`src/rtl/tpc_pkg.sv`:
```
// Shared types, register indexes and constants of the touch pressure calibration block.
package tpc_pkg;

  // Configuration register indexes
  localparam logic [2:0] REG_X_RAW_START   = 3'd0;
  localparam logic [2:0] REG_X_RAW_END     = 3'd1;
  localparam logic [2:0] REG_Y_RAW_START   = 3'd2;
  localparam logic [2:0] REG_Y_RAW_END     = 3'd3;
  localparam logic [2:0] REG_COLUMN_COUNT  = 3'd4;
  localparam logic [2:0] REG_ROW_COUNT     = 3'd5;
  localparam logic [2:0] REG_PRESSURE_LOW  = 3'd6;
  localparam logic [2:0] REG_PRESSURE_HIGH = 3'd7;

  // Register values after reset
  localparam logic [11:0] X_RAW_START_RST   = 12'd3830;
  localparam logic [11:0] X_RAW_END_RST     = 12'd280;
  localparam logic [11:0] Y_RAW_START_RST   = 12'd3870;
  localparam logic [11:0] Y_RAW_END_RST     = 12'd400;
  localparam logic [10:0] COLUMN_COUNT_RST  = 11'd240;
  localparam logic [10:0] ROW_COUNT_RST     = 11'd320;
  localparam logic [15:0] PRESSURE_LOW_RST  = 16'd50;
  localparam logic [15:0] PRESSURE_HIGH_RST = 16'd700;

  // Shared divider operand widths
  localparam int unsigned DIVIDEND_W = 23;
  localparam int unsigned DIVISOR_W  = 12;
  localparam int unsigned DIV_CNT_W  = 5;

  // Product width of the shared multiplier (19 x 11 bits)
  localparam int unsigned MUL_A_W = 19;
  localparam int unsigned MUL_B_W = 11;
  localparam int unsigned PROD_W  = MUL_A_W + MUL_B_W;

  // Pixel clamp limit set by the field width
  localparam logic [9:0] PIXEL_MAX = 10'd1023;

  typedef enum logic [3:0] {
    ST_COLLECT,
    ST_AVERAGE,
    ST_P_MUL,
    ST_P_START,
    ST_P_DIV,
    ST_X_MUL,
    ST_X_START,
    ST_X_DIV,
    ST_Y_MUL,
    ST_Y_START,
    ST_Y_DIV,
    ST_FINISH
  } tpc_state_t;

  typedef enum logic [1:0] {
    MUL_PRESSURE,
    MUL_COLUMN,
    MUL_ROW
  } tpc_mul_sel_t;

  // Commands from the controller to the datapath
  typedef struct packed {
    logic         collect;
    logic         average;
    logic         mul_en;
    tpc_mul_sel_t mul_sel;
    logic         div_start;
    logic         div_axis;
    logic         p_take;
    logic         x_take;
    logic         y_take;
    logic         load_out;
  } tpc_cmd_t;

  // Status from the datapath to the controller
  typedef struct packed {
    logic last_beat;
    logic p_valid;
    logic touch_ok;
    logic div_done;
    logic out_free;
  } tpc_status_t;

endpackage

```
`src/rtl/tpc_divider.sv`:
```
// Shared restoring divider, one quotient bit per cycle.
module tpc_divider (
  input  logic                               clk,
  input  logic                               rst,
  input  logic                               start,
  input  logic [tpc_pkg::DIVIDEND_W-1:0]     dividend,
  input  logic [tpc_pkg::DIVISOR_W-1:0]      divisor,
  output logic [tpc_pkg::DIVIDEND_W-1:0]     quotient,
  output logic                               done
);
  import tpc_pkg::*;

  logic                  busy;
  logic [DIV_CNT_W-1:0]  count;
  logic [DIVISOR_W-1:0]  remainder;
  logic [DIVISOR_W:0]    rem_shift;
  logic                  fits;

  // Trial subtraction for the current bit
  always_comb begin
    rem_shift = {remainder, quotient[DIVIDEND_W-1]};
    fits      = (rem_shift >= {1'b0, divisor});
  end

  // Control of the iteration
  always_ff @(posedge clk) begin
    if (rst) begin
      busy  <= 1'b0;
      done  <= 1'b0;
      count <= '0;
    end else if (start) begin
      busy  <= 1'b1;
      done  <= 1'b0;
      count <= DIV_CNT_W'(DIVIDEND_W - 1);
    end else if (busy) begin
      count <= count - 1'b1;
      if (count == '0) begin
        busy <= 1'b0;
        done <= 1'b1;
      end
    end else begin
      done <= 1'b0;
    end
  end

  // Quotient and remainder shift registers
  always_ff @(posedge clk) begin
    if (start) begin
      quotient  <= dividend;
      remainder <= '0;
    end else if (busy) begin
      quotient <= {quotient[DIVIDEND_W-2:0], fits};
      if (fits) begin
        remainder <= DIVISOR_W'(rem_shift - {1'b0, divisor});
      end else begin
        remainder <= rem_shift[DIVISOR_W-1:0];
      end
    end
  end

endmodule

```
`src/rtl/tpc_datapath.sv`:
```
// Datapath: configuration registers, accumulators, multiplier, divider and result registers.
module tpc_datapath #(
  parameter int unsigned AVG_LOG2 = 3
) (
  input  logic                 clk,
  input  logic                 rst,
  input  tpc_pkg::tpc_cmd_t    cmd,
  output tpc_pkg::tpc_status_t status,
  input  logic                 in_valid,
  output logic                 in_stall,
  input  logic [11:0]          x_sample,
  input  logic [11:0]          y_sample,
  input  logic [7:0]           z1_sample,
  input  logic [7:0]           z2_sample,
  input  logic                 cfg_valid,
  output logic                 cfg_ready,
  input  logic [2:0]           cfg_index,
  input  logic [15:0]          cfg_data,
  output logic                 out_valid,
  input  logic                 out_stall,
  output logic [9:0]           pixel_column,
  output logic [9:0]           pixel_row,
  output logic [14:0]          pressure,
  output logic                 touched
);
  import tpc_pkg::*;

  localparam int unsigned XW    = 12 + AVG_LOG2;
  localparam int unsigned ZW    = 8 + AVG_LOG2;
  localparam int unsigned CNT_W = (AVG_LOG2 > 0) ? AVG_LOG2 : 1;
  localparam logic [CNT_W-1:0] CNT_LAST = CNT_W'((1 << AVG_LOG2) - 1);

  // Configuration registers
  logic [11:0] x_raw_start, x_raw_end, y_raw_start, y_raw_end;
  logic [10:0] column_count, row_count;
  logic [15:0] pressure_low, pressure_high;

  // Group sums and averages
  logic [XW-1:0]    x_accumulator, y_accumulator;
  logic [ZW-1:0]    z1_accumulator, z2_accumulator;
  logic [CNT_W-1:0] sample_counter;
  logic [11:0]      x_avg, y_avg;
  logic [7:0]       z1_avg, z2_avg;
  logic [MUL_A_W-1:0] x_times_100;
  logic [11:0]      x_avg_calc;

  // Multiplier and divider operands
  logic [MUL_A_W-1:0]    mul_a;
  logic [MUL_B_W-1:0]    mul_b;
  logic [DIVISOR_W-1:0]  den_calc;
  logic                  neg_calc;
  logic [PROD_W-1:0]     product;
  logic [DIVISOR_W-1:0]  den_mag;
  logic                  axis_neg;
  logic [DIVIDEND_W-1:0] div_dividend;
  logic [DIVISOR_W-1:0]  div_divisor;
  logic [DIVIDEND_W-1:0] div_quotient;
  logic                  div_done;

  // Working results
  logic [14:0] result_pressure;
  logic [9:0]  result_column, result_row;
  logic        result_touched;
  logic        accept;
  logic [15:0] quot_p;

  // Magnitude of a signed axis difference and its sign
  function automatic logic [12:0] abs_diff(input logic [11:0] a, input logic [11:0] b);
    logic [12:0] r;
    if (a >= b) begin
      r = {1'b0, a - b};
    end else begin
      r = {1'b1, b - a};
    end
    return r;
  endfunction

  // Clamp an axis quotient to 0 .. min(count, 1024) - 1, or to 0 when count is zero or the sign is negative
  function automatic logic [9:0] clamp_axis(input logic [DIVIDEND_W-1:0] q,
                                            input logic [10:0] count,
                                            input logic neg);
    logic [9:0] top;
    logic [9:0] r;
    if (count == 11'd0) begin
      top = 10'd0;
    end else if (count > 11'd1024) begin
      top = PIXEL_MAX;
    end else begin
      top = 10'(count - 11'd1);
    end
    if (neg) begin
      r = 10'd0;
    end else if (q > DIVIDEND_W'(top)) begin
      r = top;
    end else begin
      r = q[9:0];
    end
    return r;
  endfunction

  assign cfg_ready = 1'b1;
  assign in_stall  = !cmd.collect;
  assign accept    = in_valid && cmd.collect;

  // Configuration writes
  always_ff @(posedge clk) begin
    if (rst) begin
      x_raw_start   <= X_RAW_START_RST;
      x_raw_end     <= X_RAW_END_RST;
      y_raw_start   <= Y_RAW_START_RST;
      y_raw_end     <= Y_RAW_END_RST;
      column_count  <= COLUMN_COUNT_RST;
      row_count     <= ROW_COUNT_RST;
      pressure_low  <= PRESSURE_LOW_RST;
      pressure_high <= PRESSURE_HIGH_RST;
    end else if (cfg_valid && cfg_ready) begin
      unique case (cfg_index)
        REG_X_RAW_START:   x_raw_start   <= cfg_data[11:0];
        REG_X_RAW_END:     x_raw_end     <= cfg_data[11:0];
        REG_Y_RAW_START:   y_raw_start   <= cfg_data[11:0];
        REG_Y_RAW_END:     y_raw_end     <= cfg_data[11:0];
        REG_COLUMN_COUNT:  column_count  <= cfg_data[10:0];
        REG_ROW_COUNT:     row_count     <= cfg_data[10:0];
        REG_PRESSURE_LOW:  pressure_low  <= cfg_data;
        REG_PRESSURE_HIGH: pressure_high <= cfg_data;
        default: ;
      endcase
    end
  end

  // Group accumulation; the sums are cleared once they are averaged
  always_ff @(posedge clk) begin
    if (rst) begin
      x_accumulator  <= '0;
      y_accumulator  <= '0;
      z1_accumulator <= '0;
      z2_accumulator <= '0;
      sample_counter <= '0;
    end else if (accept) begin
      x_accumulator  <= x_accumulator + XW'(x_sample);
      y_accumulator  <= y_accumulator + XW'(y_sample);
      z1_accumulator <= z1_accumulator + ZW'(z1_sample);
      z2_accumulator <= z2_accumulator + ZW'(z2_sample);
      if (sample_counter == CNT_LAST) begin
        sample_counter <= '0;
      end else begin
        sample_counter <= sample_counter + 1'b1;
      end
    end else if (cmd.average) begin
      x_accumulator  <= '0;
      y_accumulator  <= '0;
      z1_accumulator <= '0;
      z2_accumulator <= '0;
    end
  end

  // Averages by shifting, and X scaled by one hundred with shifts and adds
  assign x_avg_calc = x_accumulator[XW-1:AVG_LOG2];

  always_ff @(posedge clk) begin
    if (cmd.average) begin
      x_avg       <= x_avg_calc;
      y_avg       <= y_accumulator[XW-1:AVG_LOG2];
      z1_avg      <= z1_accumulator[ZW-1:AVG_LOG2];
      z2_avg      <= z2_accumulator[ZW-1:AVG_LOG2];
      x_times_100 <= {x_avg_calc, 6'd0} + {1'b0, x_avg_calc, 5'd0}
                   + {5'd0, x_avg_calc, 2'd0};
    end
  end

  // Multiplier operand selection and axis denominators
  always_comb begin
    logic [12:0] num_d;
    logic [12:0] den_d;
    mul_a    = x_times_100;
    mul_b    = {3'd0, 8'(z2_avg - z1_avg)};
    den_calc = '0;
    neg_calc = 1'b0;
    num_d    = '0;
    den_d    = '0;
    unique case (cmd.mul_sel)
      MUL_PRESSURE: begin
        mul_a = x_times_100;
      end
      MUL_COLUMN: begin
        num_d    = abs_diff(x_avg, x_raw_start);
        den_d    = abs_diff(x_raw_end, x_raw_start);
        mul_a    = MUL_A_W'(num_d[11:0]);
        mul_b    = column_count;
        den_calc = den_d[11:0];
        neg_calc = num_d[12] ^ den_d[12];
      end
      MUL_ROW: begin
        num_d    = abs_diff(y_avg, y_raw_start);
        den_d    = abs_diff(y_raw_end, y_raw_start);
        mul_a    = MUL_A_W'(num_d[11:0]);
        mul_b    = row_count;
        den_calc = den_d[11:0];
        neg_calc = num_d[12] ^ den_d[12];
      end
      default: ;
    endcase
  end

  // Registered product
  always_ff @(posedge clk) begin
    if (cmd.mul_en) begin
      product  <= PROD_W'(mul_a) * PROD_W'(mul_b);
      den_mag  <= den_calc;
      axis_neg <= neg_calc;
    end
  end

  // Pressure divides (x*100*(z2-z1) >> 12) by z1; an axis divides by |end - start|
  assign div_dividend = cmd.div_axis ? product[DIVIDEND_W-1:0]
                                     : DIVIDEND_W'(product[26:12]);
  assign div_divisor  = cmd.div_axis ? den_mag : DIVISOR_W'(z1_avg);

  tpc_divider u_divider (
    .clk      (clk),
    .rst      (rst),
    .start    (cmd.div_start),
    .dividend (div_dividend),
    .divisor  (div_divisor),
    .quotient (div_quotient),
    .done     (div_done)
  );

  // Working result registers
  assign quot_p = {1'b0, div_quotient[14:0]};

  always_ff @(posedge clk) begin
    if (cmd.average) begin
      result_pressure <= '0;
      result_column   <= '0;
      result_row      <= '0;
      result_touched  <= 1'b0;
    end else begin
      if (cmd.p_take) begin
        result_pressure <= div_quotient[14:0];
      end
      if (cmd.x_take) begin
        result_column <= clamp_axis(div_quotient, column_count, axis_neg);
      end
      if (cmd.y_take) begin
        result_row     <= clamp_axis(div_quotient, row_count, axis_neg);
        result_touched <= 1'b1;
      end
    end
  end

  // Output register
  always_ff @(posedge clk) begin
    if (rst) begin
      out_valid <= 1'b0;
    end else if (cmd.load_out) begin
      out_valid <= 1'b1;
    end else if (!out_stall) begin
      out_valid <= 1'b0;
    end
  end

  always_ff @(posedge clk) begin
    if (cmd.load_out) begin
      pixel_column <= result_column;
      pixel_row    <= result_row;
      pressure     <= result_pressure;
      touched      <= result_touched;
    end
  end

  // Status towards the controller
  always_comb begin
    status.last_beat = accept && (sample_counter == CNT_LAST);
    status.p_valid   = (z1_avg != 8'd0) && (z2_avg >= z1_avg);
    status.touch_ok  = (quot_p > pressure_low) && (quot_p < pressure_high)
                     && (x_raw_start != x_raw_end) && (y_raw_start != y_raw_end);
    status.div_done  = div_done;
    status.out_free  = !out_valid || !out_stall;
  end

endmodule

```
`src/rtl/tpc_controller.sv`:
```
// Controller state machine that sequences averaging, multiplications and divisions.
module tpc_controller (
  input  logic                 clk,
  input  logic                 rst,
  input  tpc_pkg::tpc_status_t status,
  output tpc_pkg::tpc_cmd_t    cmd
);
  import tpc_pkg::*;

  tpc_state_t state, state_next;

  // State register
  always_ff @(posedge clk) begin
    if (rst) begin
      state <= ST_COLLECT;
    end else begin
      state <= state_next;
    end
  end

  // Next state
  always_comb begin
    state_next = state;
    unique case (state)
      ST_COLLECT: if (status.last_beat) state_next = ST_AVERAGE;
      ST_AVERAGE: state_next = ST_P_MUL;
      ST_P_MUL:   state_next = status.p_valid ? ST_P_START : ST_FINISH;
      ST_P_START: state_next = ST_P_DIV;
      ST_P_DIV: begin
        if (status.div_done) begin
          state_next = status.touch_ok ? ST_X_MUL : ST_FINISH;
        end
      end
      ST_X_MUL:   state_next = ST_X_START;
      ST_X_START: state_next = ST_X_DIV;
      ST_X_DIV:   if (status.div_done) state_next = ST_Y_MUL;
      ST_Y_MUL:   state_next = ST_Y_START;
      ST_Y_START: state_next = ST_Y_DIV;
      ST_Y_DIV:   if (status.div_done) state_next = ST_FINISH;
      ST_FINISH:  if (status.out_free) state_next = ST_COLLECT;
      default:    state_next = ST_COLLECT;
    endcase
  end

  // Commands
  always_comb begin
    cmd = '0;
    cmd.mul_sel = MUL_PRESSURE;
    unique case (state)
      ST_COLLECT: cmd.collect = 1'b1;
      ST_AVERAGE: cmd.average = 1'b1;
      ST_P_MUL:   cmd.mul_en  = 1'b1;
      ST_P_START: cmd.div_start = 1'b1;
      ST_P_DIV:   cmd.p_take  = status.div_done;
      ST_X_MUL: begin
        cmd.mul_en  = 1'b1;
        cmd.mul_sel = MUL_COLUMN;
      end
      ST_X_START: begin
        cmd.div_start = 1'b1;
        cmd.div_axis  = 1'b1;
      end
      ST_X_DIV: begin
        cmd.div_axis = 1'b1;
        cmd.x_take   = status.div_done;
      end
      ST_Y_MUL: begin
        cmd.mul_en  = 1'b1;
        cmd.mul_sel = MUL_ROW;
      end
      ST_Y_START: begin
        cmd.div_start = 1'b1;
        cmd.div_axis  = 1'b1;
      end
      ST_Y_DIV: begin
        cmd.div_axis = 1'b1;
        cmd.y_take   = status.div_done;
      end
      ST_FINISH:  cmd.load_out = status.out_free;
      default: ;
    endcase
  end

endmodule

```
`src/rtl/touch_pressure_calibrate_unit.sv`:
```
// Top level of the resistive touch pressure and calibration block.
//
//   Channel  Handshake            Contents
//   in       in_valid / in_stall   x_sample, y_sample, z1_sample, z2_sample
//   out      out_valid / out_stall pixel_column, pixel_row, pressure, touched
//   cfg      cfg_valid / cfg_ready cfg_index, cfg_data (ready always high)
//
// Input beats are taken one per cycle until 2^AVG_LOG2 have been summed.
// The group result then skips the shared 23-step divider when Z1 is zero or Z2 is below Z1,
// divides only for pressure when the touch check fails, and also for X and Y on a touch.
// Input is stalled during that work; a result waiting on out_stall holds the block only
// at its final step. Synchronous reset restores the register defaults and empty sums.
module touch_pressure_calibrate_unit #(
  parameter int unsigned AVG_LOG2 = 3
) (
  input  logic        clk,
  input  logic        rst,
  input  logic        in_valid,
  output logic        in_stall,
  input  logic [11:0] x_sample,
  input  logic [11:0] y_sample,
  input  logic [7:0]  z1_sample,
  input  logic [7:0]  z2_sample,
  input  logic        cfg_valid,
  output logic        cfg_ready,
  input  logic [2:0]  cfg_index,
  input  logic [15:0] cfg_data,
  output logic        out_valid,
  input  logic        out_stall,
  output logic [9:0]  pixel_column,
  output logic [9:0]  pixel_row,
  output logic [14:0] pressure,
  output logic        touched
);
  import tpc_pkg::*;

  tpc_cmd_t    cmd;
  tpc_status_t status;

  // Sequencing
  tpc_controller u_controller (
    .clk    (clk),
    .rst    (rst),
    .status (status),
    .cmd    (cmd)
  );

  // Arithmetic and storage
  tpc_datapath #(
    .AVG_LOG2 (AVG_LOG2)
  ) u_datapath (
    .clk          (clk),
    .rst          (rst),
    .cmd          (cmd),
    .status       (status),
    .in_valid     (in_valid),
    .in_stall     (in_stall),
    .x_sample     (x_sample),
    .y_sample     (y_sample),
    .z1_sample    (z1_sample),
    .z2_sample    (z2_sample),
    .cfg_valid    (cfg_valid),
    .cfg_ready    (cfg_ready),
    .cfg_index    (cfg_index),
    .cfg_data     (cfg_data),
    .out_valid    (out_valid),
    .out_stall    (out_stall),
    .pixel_column (pixel_column),
    .pixel_row    (pixel_row),
    .pressure     (pressure),
    .touched      (touched)
  );

endmodule

```
`config.mk`:
```
export PLATFORM = sky130hd
export DESIGN_NAME = touch_pressure_calibrate_unit
export DESIGN_NICKNAME = d
export VERILOG_FILES = /design/src/rtl/tpc_pkg.sv /design/src/rtl/tpc_divider.sv /design/src/rtl/tpc_datapath.sv /design/src/rtl/tpc_controller.sv /design/src/rtl/touch_pressure_calibrate_unit.sv
export SDC_FILE = /design/constraint.sdc
export NUM_CORES = 2
export LEC_CHECK = 0
export ABC_CLOCK_PERIOD_IN_PS = 10200
export BUFFER_PORTS_ARGS = -buffer_cell sky130_fd_sc_hd__buf_2
export CORE_MARGIN = 2
export CORE_UTILIZATION = 32
export DETAILED_ROUTE_END_ITERATION = 7
export GPL_ROUTABILITY_DRIVEN = 0
export SKIP_LAST_GASP = 1
export SYNTH_ARGS = -nofsm -noshare
export SYNTH_HDL_FRONTEND = slang
export SYNTH_HIERARCHICAL = 1
export SYNTH_SLANG_ARGS = --single-unit
```
`constraint.sdc`:
```
create_clock -name clk -period 10.2 [get_ports clk]
set_input_delay 0.51 -clock clk [delete_from_list [all_inputs] [get_ports clk]]
set_output_delay 0.51 -clock clk [all_outputs]
set_load 0.01 [all_outputs]
```
==> impl_summary.md <==
Worst setup path
Counting both buffers and inverters, the worst setup path holds a total of 4. STA classifies the critical path startpoint as a flip-flop. The largest single stage delay on the critical path is 740 ps. At the worst endpoint, the required time is 10510 ps.

The sort of element at the end of the critical path is a flip-flop. The kind of critical path is flip-flop to flip-flop. Among cell families on the critical path, the largest total delay comes from compound AO/OA/AOI/OAI gates. Data on the critical path arrives at its endpoint at 9230 ps. The startpoint identified for the worst register-to-register timing path is u_datapath/y_raw_start[1]. Along the worst path, the maximum fanout reaches 11. The cell type with the highest occurrence count on the critical path is fa_1. The most critical setup path has its startpoint at u_datapath/y_raw_start[1]. The slowest stage of the critical path is the o221ai_1 cell.

Yosys
The async set or reset register ratio after synthesis is 0%. The count of unique library cells instantiated by Yosys is 97. The simple logic cell fraction of the synthesized area is 16.2%. After Yosys synthesis, XOR and XNOR cells account for 3.14% of the synthesized area. In the synthesized netlist, mux cells make up 3.93% of the area. The mapped netlist covers 30400 um^2. The most used flip-flop cell after synthesis is dfxtp_1. The adder and majority gate portion of the synthesized area is 22.9%. The synthesized design contains 153 enable-type register cells. The number of warnings reported in the yosys synthesis log is 6. Sequential cells were found to cover 29.4% of the synthesized design area. The synthesized-area fraction occupied by ao, oa, aoi and oai cells is 17.3%.

After synthesis the netlist holds a flip-flop and latch count of 370. Counting every instance in the synthesized netlist gives 3416. By area, the combinational part of the netlist is dominated by adder cells. The post-synthesis area per instance is 8.90 um^2.

Floorplanning
The core region area is 94600 um^2. The initial core utilization is 32.1%. The y dimension of the die is 312 um. Pin placement for this block handled 103 I/O pins. The floorplan step defined a die boundary enclosing 97400 um^2. The die is 312 um wide. Row generation in the floorplan step produced 113 rows.

GRT
The wire length of the first global-routing pass is 137 mm. The total global routing overflow is 0. The initial antenna violation count is 6. The global-route usage over all layers is 17.7%.

The pin count of the biggest net entering global routing is 81. The number of global-route vias before repair is 23800.

STA
The achievable clock frequency is 112 MHz. At the pin with the least slew margin, the transition time is 1220 ps. Summed over all failing endpoints, the final setup total negative slack is 0 ps. The final count of pins violating max slew was 0. Clock skew on the completed layout was measured at 34.2 ps. The ratio of final minimum period to clock period is 87.5%. The total count of hold-check failures in the final report is 0. The worst pin sits at a relative slew slack of 17.5%.

Setup repair after global routing left no endpoint under its margin. The final critical delay including setup and external delays is 8920 ps. The final number of setup-violating endpoints is 0.

Clock network
The tree is rooted in a clkbuf_16. The maximum buffer depth of the clock tree is 3. The total number of clock tree sinks is 370. For this design, the CTS-stage hold fixing added 0 buffers. The H-tree was split into 2 levels.

The TritonCTS clock tree is yes. For the worst-skew pair, the clock arrives at the later sink with an insertion delay of 600 ps. TritonCTS created 42 clock buffers. The clock edge transition at the registers on the reported setup and hold paths is 60 ps. In this run, post-CTS repair resized a total of 0 instances. Buffers added to address setup during post-CTS repair amount to 0.

Drt
The via-per-instance ratio is 5.18. The number of vias in the routed layout is 24600. In this run, the number of DRC markers left after iteration 0 of detailed routing was 2057. In the routed design, unresolved DRC markers number 0.

After detailed routing, the average wire length per cell comes to 18.3 um. For this block, the routed nets add up to 86.9 mm of wire. The count of nets left with antenna violations once routing finished came out at 0. For this run, the detailed router's first-pass iteration total came to 6.

Place
The number of buffer cells added on primary ports is 101. Once placement completed, the tool counted placed cells totaling 4668. The wire-length estimate of the detail-placed layout is 67.4 mm.

Cells and area
At the end of the flow, the number of nets in the layout was 3963. The relative area change from synthesis to final layout is 10.3%. Of the cells placed in the final design, the portion with a size suffix greater than 1 is 8.85%. Leaving out fill and tap cells, the most frequent cells in the layout are 395 x inv_1, 308 x nand2_1, 282 x a21oi_1. The leading cell type in the layout, fill and taps excluded is inv_1. The fill cell total of the finished layout is 9673. Excluding fillers, the count of instances in the completed layout stands at 4748.

Power
The leakage power summed over all cells is 14.2 nW. VDD sags by at most 99.3 uV. Power spread over the standard cell area amounts to 125 nW/um^2.

Flow run
The reported max-cap violation count is 0.

Run status
The flow ran to the end, and the final reports show no timing, DRC or antenna violations.

Hold path
The beginning of the worst hold path is out_stall. The path category of the worst min-delay check is primary input to flip-flop.
[metal layers]
layer / track usage [%] / part of all wire (%)
met3: 2.89 / 6.3
met4: 4.67 / 2.4
met1: 25.1 / 47
met2: 28.1 / 44
met5: 0 / 0.015
[power breakdown]
| part | total (mW) | internal (mW) | switching (mW) |
|---|---|---|---|
| registers | 1.66 | 1.61 | 0.0510 |
| clock network | 1.57 | 0.899 | 0.669 |
| logic | 0.979 | 0.414 | 0.566 |
[sequential cells by signal (all words and copies together) (netlist names), 12 cells and up]
register,count
u_datapath/y_raw_start,12
u_datapath/den_mag,12
u_datapath/y_accumulator,15
u_datapath/u_divider/quotient,23
u_datapath/pressure,15
u_datapath/pressure_high,16
u_datapath/product,27
u_datapath/y_avg,12
u_datapath/x_accumulator,15
u_datapath/x_raw_end,12
u_datapath/pressure_low,16
u_datapath/y_raw_end,12
u_datapath/u_divider/remainder,12
u_datapath/x_times_100,14
u_datapath/result_pressure,15
u_datapath/x_avg,12
u_datapath/x_raw_start,12
[cell type report]
cell class                 count  area (um^2)  share of cell area, %
multi-input combinational   2509        19400                   57.9
sequential                   370         8940                   26.7
tap                         1265         1580                   4.72
inverter                     398         1490                   4.46
clock buffer                  51         1130                   3.36
timing repair buffer         126          696                   2.08
clock inverter                27          274                  0.818
antenna                        2         5.00                 0.0149
[per-stage QoR]
stage / util (%) / setup slack (ps) / hold slack, ps / total power [mW] / area, um^2
after floorplan: - / 2460 / 401 / 2.41 / 30400
after global placement: 33.9 / 1500 / 416 / 2.64 / 32100
after detailed placement: 33.9 / 1330 / 419 / 2.66 / 32100
after CTS: 35.4 / 1310 / 135 / 4.24 / 33500
after global routing: 35.4 / 738 / 160 / 4.44 / 33500
final: 35.4 / 1280 / 162 / 4.20 / 33500
[synthesized netlist by cell type, types with 26 or more instances]
cell / n / area [um^2]
a211oi_1: 29 / 218
nor2_1: 262 / 983
a21oi_1: 282 / 1410
nand3b_1: 34 / 255
inv_1: 395 / 1480
nor3_1: 64 / 320
o211ai_1: 30 / 225
and2_1: 27 / 169
a21o_1: 69 / 518
nand2b_1: 40 / 250
ha_1: 279 / 3490
dfxtp_1: 217 / 4340
o21a_1: 35 / 263
clkbuf_1: 100 / 375
xor2_1: 36 / 315
mux2_2: 54 / 608
o21ai_0: 114 / 571
xnor2_1: 73 / 639
nor2b_1: 31 / 194
nand4_1: 26 / 163
edfxtp_1: 153 / 4590
mux2i_1: 57 / 571
a211o_1: 28 / 245
nand2_1: 308 / 1160
nor3b_1: 26 / 195
nand3_1: 99 / 495
fa_1: 173 / 3460
[final timing paths]
check / slack, ps / end / depth (start not counted)
max reg2reg: 1280 / u_datapath/product[24] / 27
min: 160 / u_datapath/out_valid / 3
max: 1280 / u_datapath/product[24] / 27
min reg2reg: 430 / u_datapath/pixel_row[8] / 0
[worst min-delay path, delay by kind of cell]
kind,cells,cell delay [ps]
buffers and inverters,1,80
AND/OR/NAND/NOR,1,70
AO/OA/AOI/OAI,1,60
[logic make-up after synthesis]
logic type | after synthesis
AOI/OAI and AO/OA | 795
xor gates and xnor gates | 109
adders and majority gates | 453
buffers and inverters | 551
DFF | 370
muxes | 112
other | 2
and+or+nand+nor | 1024
Note: power is estimated with default switching activity, not from simulation.
